[config.mk]
export PLATFORM = sky130hd
export DESIGN_NAME = scvc_norm
export DESIGN_NICKNAME = d
export VERILOG_FILES = /design/src/sv/scvc_pkg.sv /design/src/sv/scvc_norm.sv
export VERILOG_INCLUDE_DIRS = /design/src /design/src/sv
export SDC_FILE = /design/constraint.sdc
export NUM_CORES = 1
export LEC_CHECK = 0
export ABC_CLOCK_PERIOD_IN_PS = 8100
export BUFFER_PORTS_ARGS = -buffer_cell sky130_fd_sc_hd__buf_2
export CAP_MARGIN = 5
export CORE_MARGIN = 1.5
export CORE_UTILIZATION = 35
export CTS_CLUSTER_DIAMETER = 150
export DETAILED_ROUTE_END_ITERATION = 8
export GPL_TIMING_DRIVEN = 0
export SLEW_MARGIN = 15
export SYNTH_ARGS = -nofsm -noshare
export SYNTH_HDL_FRONTEND = slang
export SYNTH_SLANG_ARGS = --single-unit
export TNS_END_PERCENT = 10
[constraint.sdc]
create_clock -name clk -period 8.1 [get_ports clk]
set_input_delay 0.81 -clock clk [delete_from_list [all_inputs] [get_ports clk]]
set_output_delay 0.81 -clock clk [all_outputs]
set_load 0.01 [all_outputs]
[src/sv/sphere_cone_visibility_cull_defines.svh]
// ---------------------------------------------------------------------------
// Sphere cone visibility cull - assertion macros
// Shared concurrent assertion forms, clocked on clk and held off in reset.
// ---------------------------------------------------------------------------
`ifndef SPHERE_CONE_VISIBILITY_CULL_DEFINES_SVH
`define SPHERE_CONE_VISIBILITY_CULL_DEFINES_SVH

// same-cycle implication
`define SCVC_ASSERT_IMP(label, ante, cons, msg) \
    label: assert property (@(posedge clk) disable iff (!rst_n) (ante) |-> (cons)) \
        else $error(msg);

// next-cycle implication
`define SCVC_ASSERT_NXT(label, ante, cons, msg) \
    label: assert property (@(posedge clk) disable iff (!rst_n) (ante) |=> (cons)) \
        else $error(msg);

`endif

[src/sv/scvc_pkg.sv]
// ---------------------------------------------------------------------------
// Sphere cone visibility cull - package
// Field widths, register indexes, result codes and reset values.
// ---------------------------------------------------------------------------
package scvc_pkg;

    localparam int COORD_WIDTH_DEF = 32;
    localparam int FRAC_BITS_DEF   = 16;

    localparam int RAD_W   = 32;
    localparam int SCALE_W = 31;
    localparam int DIR_W   = 18;
    localparam int ICS_W   = 31;
    localparam int COS_W   = 17;
    localparam int CFG_MIN_W = 32;
    localparam int IDX_W   = 3;

    // apex offset
    localparam int PROD_W    = RAD_W - 1 + ICS_W;
    localparam int OFF_W     = 46;
    localparam int OFF_SPLIT = 23;
    localparam int PP_W      = DIR_W + OFF_SPLIT + 1;
    localparam int DPROD_W   = DIR_W + OFF_W + 1;
    localparam logic [OFF_W-1:0] OFF_MAX = '1;

    // normalized to vector
    localparam int NORM_BITS = 31;
    localparam int TN_W      = 32;
    localparam logic [TN_W-1:0] TN_MAG_MAX = TN_W'(64'd1 << NORM_BITS);

    // cone compare
    localparam int DP_W       = DIR_W + TN_W;
    localparam int DOT_W      = DP_W + 2;
    localparam int SQI_W      = 2 * TN_W;
    localparam int SQ_W       = 64;
    localparam int DMAG_W     = 50;
    localparam int DHALF_W    = DMAG_W / 2;
    localparam int COS2_W     = 2 * COS_W;
    localparam int SQ_CHUNK_W = 22;
    localparam int RP_W       = COS2_W + SQ_CHUNK_W;
    localparam int LHS_W      = 2 * DMAG_W;

    localparam logic signed [DIR_W-1:0] DIR_Z_RESET = -(DIR_W'(1) << FRAC_BITS_DEF);
    localparam logic [ICS_W-1:0] ICS_RESET = ICS_W'(1) << FRAC_BITS_DEF;

    typedef enum logic [IDX_W-1:0] {
        REG_CAMERA_X   = 3'd0,
        REG_CAMERA_Y   = 3'd1,
        REG_CAMERA_Z   = 3'd2,
        REG_VIEW_DIR_X = 3'd3,
        REG_VIEW_DIR_Y = 3'd4,
        REG_VIEW_DIR_Z = 3'd5,
        REG_INV_SINE   = 3'd6,
        REG_CONE_COS   = 3'd7
    } reg_index_t;

    typedef enum logic [1:0] {
        CAUSE_NONE = 2'd0,
        CAUSE_SIZE = 2'd1,
        CAUSE_CONE = 2'd2
    } cause_t;

endpackage

[src/sv/scvc_norm.sv]
// ---------------------------------------------------------------------------
// Sphere cone visibility cull - to vector and normalization stages
// Forms centre minus apex, finds the common right shift that brings every
// magnitude to at most 2^31, and applies it. Three register stages.
// ---------------------------------------------------------------------------
`include "sphere_cone_visibility_cull_defines.svh"

module scvc_norm #(
    parameter int COORD_WIDTH = scvc_pkg::COORD_WIDTH_DEF,
    parameter int FRAC_BITS   = scvc_pkg::FRAC_BITS_DEF
) (
    input  logic                                   clk,
    input  logic                                   rst_n,
    input  logic                                   in_valid,
    output logic                                   in_stall,
    input  logic signed [COORD_WIDTH:0]            diff [3],
    input  logic signed [scvc_pkg::DPROD_W-1:0]    dprod [3],
    input  logic                                   size_fail,
    output logic                                   out_valid,
    input  logic                                   out_stall,
    output logic signed [scvc_pkg::TN_W-1:0]       tn [3],
    output logic [scvc_pkg::TN_W-1:0]              tm [3],
    output logic                                   out_fail
);

    localparam int DIFF_W   = COORD_WIDTH + 1;
    localparam int SCALED_W = scvc_pkg::DPROD_W - FRAC_BITS;
    localparam int T_W      = ((DIFF_W > SCALED_W) ? DIFF_W : SCALED_W) + 1;
    localparam int K_W      = $clog2(T_W - scvc_pkg::NORM_BITS + 1);

    logic st1_valid_reg, st2_valid_reg, st3_valid_reg;
    logic en1, en2, en3;
    logic fail1_reg, fail2_reg, fail3_reg;

    logic signed [scvc_pkg::DPROD_W-1:0] scaled [3];
    logic signed [T_W-1:0]   t_next [3];
    logic signed [T_W-1:0]   t1_reg [3];
    logic signed [T_W-1:0]   t2_reg [3];
    logic [T_W-1:0]          mag [3];
    logic [T_W-1:0]          mag_or;
    logic [K_W-1:0]          k_reg, k_next;
    logic signed [T_W-1:0]   t_shr [3];
    logic [scvc_pkg::TN_W-1:0] tn_next [3];
    logic [scvc_pkg::TN_W-1:0] tm_next [3];
    logic signed [scvc_pkg::TN_W-1:0] tn_reg [3];
    logic [scvc_pkg::TN_W-1:0] tm_reg [3];

    assign en3      = !st3_valid_reg || !out_stall;
    assign en2      = !st2_valid_reg || en3;
    assign en1      = !st1_valid_reg || en2;
    assign in_stall = !en1;

    always_comb
    begin
        for (int i = 0; i < 3; i++)
        begin
            scaled[i] = dprod[i] >>> FRAC_BITS;
            t_next[i] = T_W'(diff[i]) + T_W'(scaled[i]);
        end
    end

    // shift = bits of the widest magnitude above bit 30
    always_comb
    begin
        for (int i = 0; i < 3; i++)
        begin
            mag[i] = t1_reg[i][T_W-1] ? (~t1_reg[i] + 1'b1) : t1_reg[i];
        end
        mag_or = mag[0] | mag[1] | mag[2];
        k_next = '0;
        for (int b = scvc_pkg::NORM_BITS; b < T_W; b++)
        begin
            if (mag_or[b])
            begin
                k_next = K_W'(b - scvc_pkg::NORM_BITS + 1);
            end
        end
    end

    always_comb
    begin
        for (int i = 0; i < 3; i++)
        begin
            t_shr[i]   = t2_reg[i] >>> k_reg;
            tn_next[i] = t_shr[i][scvc_pkg::TN_W-1:0];
            tm_next[i] = tn_next[i][scvc_pkg::TN_W-1] ? (~tn_next[i] + 1'b1) : tn_next[i];
        end
    end

    always_ff @(posedge clk or negedge rst_n)
    begin
        if (!rst_n)
        begin
            st1_valid_reg <= 1'b0;
            st2_valid_reg <= 1'b0;
            st3_valid_reg <= 1'b0;
        end
        else
        begin
            if (en1)
            begin
                st1_valid_reg <= in_valid;
            end
            if (en2)
            begin
                st2_valid_reg <= st1_valid_reg;
            end
            if (en3)
            begin
                st3_valid_reg <= st2_valid_reg;
            end
        end
    end

    always_ff @(posedge clk)
    begin
        if (en1)
        begin
            t1_reg    <= t_next;
            fail1_reg <= size_fail;
        end
        if (en2)
        begin
            t2_reg    <= t1_reg;
            k_reg     <= k_next;
            fail2_reg <= fail1_reg;
        end
        if (en3)
        begin
            for (int i = 0; i < 3; i++)
            begin
                tn_reg[i] <= tn_next[i];
            end
            tm_reg    <= tm_next;
            fail3_reg <= fail2_reg;
        end
    end

    assign out_valid = st3_valid_reg;
    assign tn        = tn_reg;
    assign tm        = tm_reg;
    assign out_fail  = fail3_reg;

    `SCVC_ASSERT_IMP(a_norm_bound, st3_valid_reg, (tm_reg[0] <= scvc_pkg::TN_MAG_MAX) && (tm_reg[1] <= scvc_pkg::TN_MAG_MAX) && (tm_reg[2] <= scvc_pkg::TN_MAG_MAX), "normalized magnitude above 2^31")
    `SCVC_ASSERT_NXT(a_norm_hold, st2_valid_reg && !en3, st3_valid_reg && $stable(tm_reg[0]), "stalled normalized word changed")

endmodule

==> impl_metrics.toml <==
[critical_path]
critical_path_class = "flip-flop to flip-flop"
crit_top_cell = "clkbuf_1"
critPathArrivalTime_ns = 7.38
critPathCaptureType = "flip-flop"
crit_slowest_cell = "clkbuf_1"
r2r_slack_ns = 1.05
worstPathCellList = "clkbuf_1 -> clkbuf_1 -> buf_1 -> clkbuf_1 -> clkbuf_1 -> clkbuf_1 -> clkbuf_1 -> clkbuf_1 -> clkbuf_1 -> o21ai_0 -> inv_1 -> ha_1 -> and2_1 -> nand2_1 -> nor2_1 -> nand2_1 -> o21ai_0 -> xnor2_1"
start_kind = "flip-flop"
required_ns = 8.43
path_max_fanout = 10
slowest_delay_ns = 0.60

[synthesis]
synth_edf_count = 497
yosysTopAreaCell = "edfxtp_1"
synth_flop_cell = "edfxtp_1"
synth.top_cell.area_share_pct = 43.7
syn_avg_cell_area_um2 = 11.3
ys_ff_latch = 500
syn_nets = 3463
syn_inst = 3011
ys_types = 80
synth_warnings = 0
async_flop_share_pct = 0.600
yosys-top-cells-area = "edfxtp_1 44%, mux4_2 12%, ha_1 5.5%"
ys_top_cells_by_count = "497 x edfxtp_1, 318 x nand2_1, 211 x a21oi_1"
ys_seq_area_share_pct = 43.9
synth_most_common_cell = "edfxtp_1"
synth_area_mm2 = 0.0342

[placed_design]
dp_hpwl_um = 87300
dpl-instance-area_mm2 = 0.0383
dp_cells = 4749
place.gp.congestion = 0.976
port_buffers = 445

[power]
irDropWorstVdd_v = 0.000154
power_density_mw_per_mm2 = 294
leakage_nw = 15.6
power_mw = 11.8

[global_route]
grt_pass1_wl_um = 160000
grt_pass1_vias = 25600
antenna_found_initial = 3
grt_max_degree = 62
grt.met2_usage_pct = 33.8
met1_usage_pct = 29.9
overflow = 0
grt_usage_pct = 21.1
met3_usage_pct = 2.82
top_usage_layer = "met2"

[finish]
fin_cells = 4843
register_area_mm2 = 0.0150
nets = 3979
multi_input_area_mm2 = 0.0182
fillCellCount = 9282
postLayoutCellArea_mm2 = 0.0400
layout-drive-gt1-share_pct = 23.9
area_growth_pct = 17.1
finalCoreUtilization_pct = 41.4

[clock_tree]
cts_tree = "yes"
hold_buffers = 1
cts_buffer_depth = 3
htreeDepth = 2
clk_latency_ns = 0.62
path_clk_slew_ns = 0.06
numCtsBuffers = 51
cts.repair.resized = 0
cts.sink_count = 500
root_buffer = "clkbuf_16"
cts_setup_buffers = 0

[detailed_routing]
drt-initial-drc-count = 2561
ant_nets = 0
first_pass_iters = 5
routedWlPerCell_um = 22.3
drt-total-wl_um = 108000
drc = 0
vias = 27000
avgViaCountPerCell = 5.58

[sta]
rsz0062_at_grt = "false"
period_needed_ns = 7.05
hold_viol = 0
skew_ns = 0.0184
timing.final.crit_share_pct = 87.0
maxSlewHeadroom_pct = 23.9
max_freq_mhz = 142
setup_total_negative_slack_ns = 0
setup_viol_count_final = 0
slew_violations = 0
worstMarginPinSlew_ns = 1.13

[outcome]
status = "finished, final reports clean"

[die]
dieHeight_um = 315
dieArea_mm2 = 0.0995
start_util_pct = 35.3
die_width_um = 315
num_rows = 114
io_pins = 494
fp.coreArea_mm2 = 0.0967

[min_path]
hold_path.class = "input pin to flip-flop"

[run]
drv_cap = 0
through the flow:
step	setup WS [ns]	hold WS (ns)
6_report	1.05	0.379
5_1_grt	0.897	0.379
4_1_cts	1.22	0.355
3_5_place_dp	1.24	0.408
3_3_place_gp	-1.32	0.402
2_1_floorplan	1.20	0.400
cell families (layout without fill, tap and decap cells):
kind of cell | count (synthesis) | after routing | synth area share [%]
other cells | 0 | 1 | 0
mux | 300 | 300 | 16.0
xor+xnor | 263 | 263 | 6.74
compound gates | 708 | 708 | 12.9
flops | 500 | 500 | 43.9
fa+ha+maj | 153 | 153 | 5.67
simple gates | 856 | 856 | 11.8
buf+inv | 231 | 786 | 3.01
critical path, delay by kind of cell, from the launching register on:
family	cells	cell delay (ns)
xor gates and xnor gates	1	0.09
buffers and inverters	10	4.86
AOI/OAI and AO/OA	2	0.51
and+or+nand+nor	4	0.79
DFF	1	0.32
adders and majority gates	1	0.18
cell type report:
type / instances / share of cell area, %
repair buffers: 463 / 6.29
multi-input cells: 2280 / 45.4
well taps: 1276 / 3.99
clock inverters: 33 / 0.904
inverters: 95 / 0.891
plain buffers: 136 / 1.68
diodes: 1 / 0.00625
flip-flops and latches: 500 / 37.5
clock buffers: 59 / 3.37
final timing paths:
path | cells past startpoint | startpoint | endpoint
hold reg to reg | 0 | fail1_reg | fail2_reg
setup reg to reg | 18 | k_reg[4] | tm[92]
hold / removal | 1 | size_fail | fail1_reg
max in group asynchronous | 2 | rst_n | st2_valid_reg
setup / recovery | 18 | k_reg[4] | tm[92]
min in group asynchronous | 2 | rst_n | st1_valid_reg
power breakdown:
group | switching, mW | internal, mW
sequential | 0.504 | 3.90
combinational | 2.90 | 2.05
clock | 0.997 | 1.42
placed cells by master (no fill, tap or decap), drive strengths merged, types with 7 or more instances in the layout:
master  count
ha        150
nor2      179
or3        22
mux2       40
buf       538
a41oi      10
clkbuf    119
o21bai     17
o21ai     198
a21oi     211
o21a       28
clkinv     19
nor3       59
nand4      18
a21o       71
nand2     318
o31a       11
nor4       37
bufinv      7
a31oi      27
and2       20
o211ai     21
or2        21
nor2b      27
a31o       10
o311ai      7
xor2       97
mux2i      73
mux4      187
nand4b      7
o31ai      26
edfxtp    497
nand3      75
and3       15
a211oi     15
xnor2     166
inv        97
nand2b     35
routing by layer:
metal  share of wire [%]  routed length (um)  vias up
met1                  45               48200    13100
li1                    -                   -    12600
met3                 6.7                7260      162
met5               0.022                  24        -
met4                 2.4                2630        4
met2                  46               49900     1149
Power figures use the tool's default switching activity.
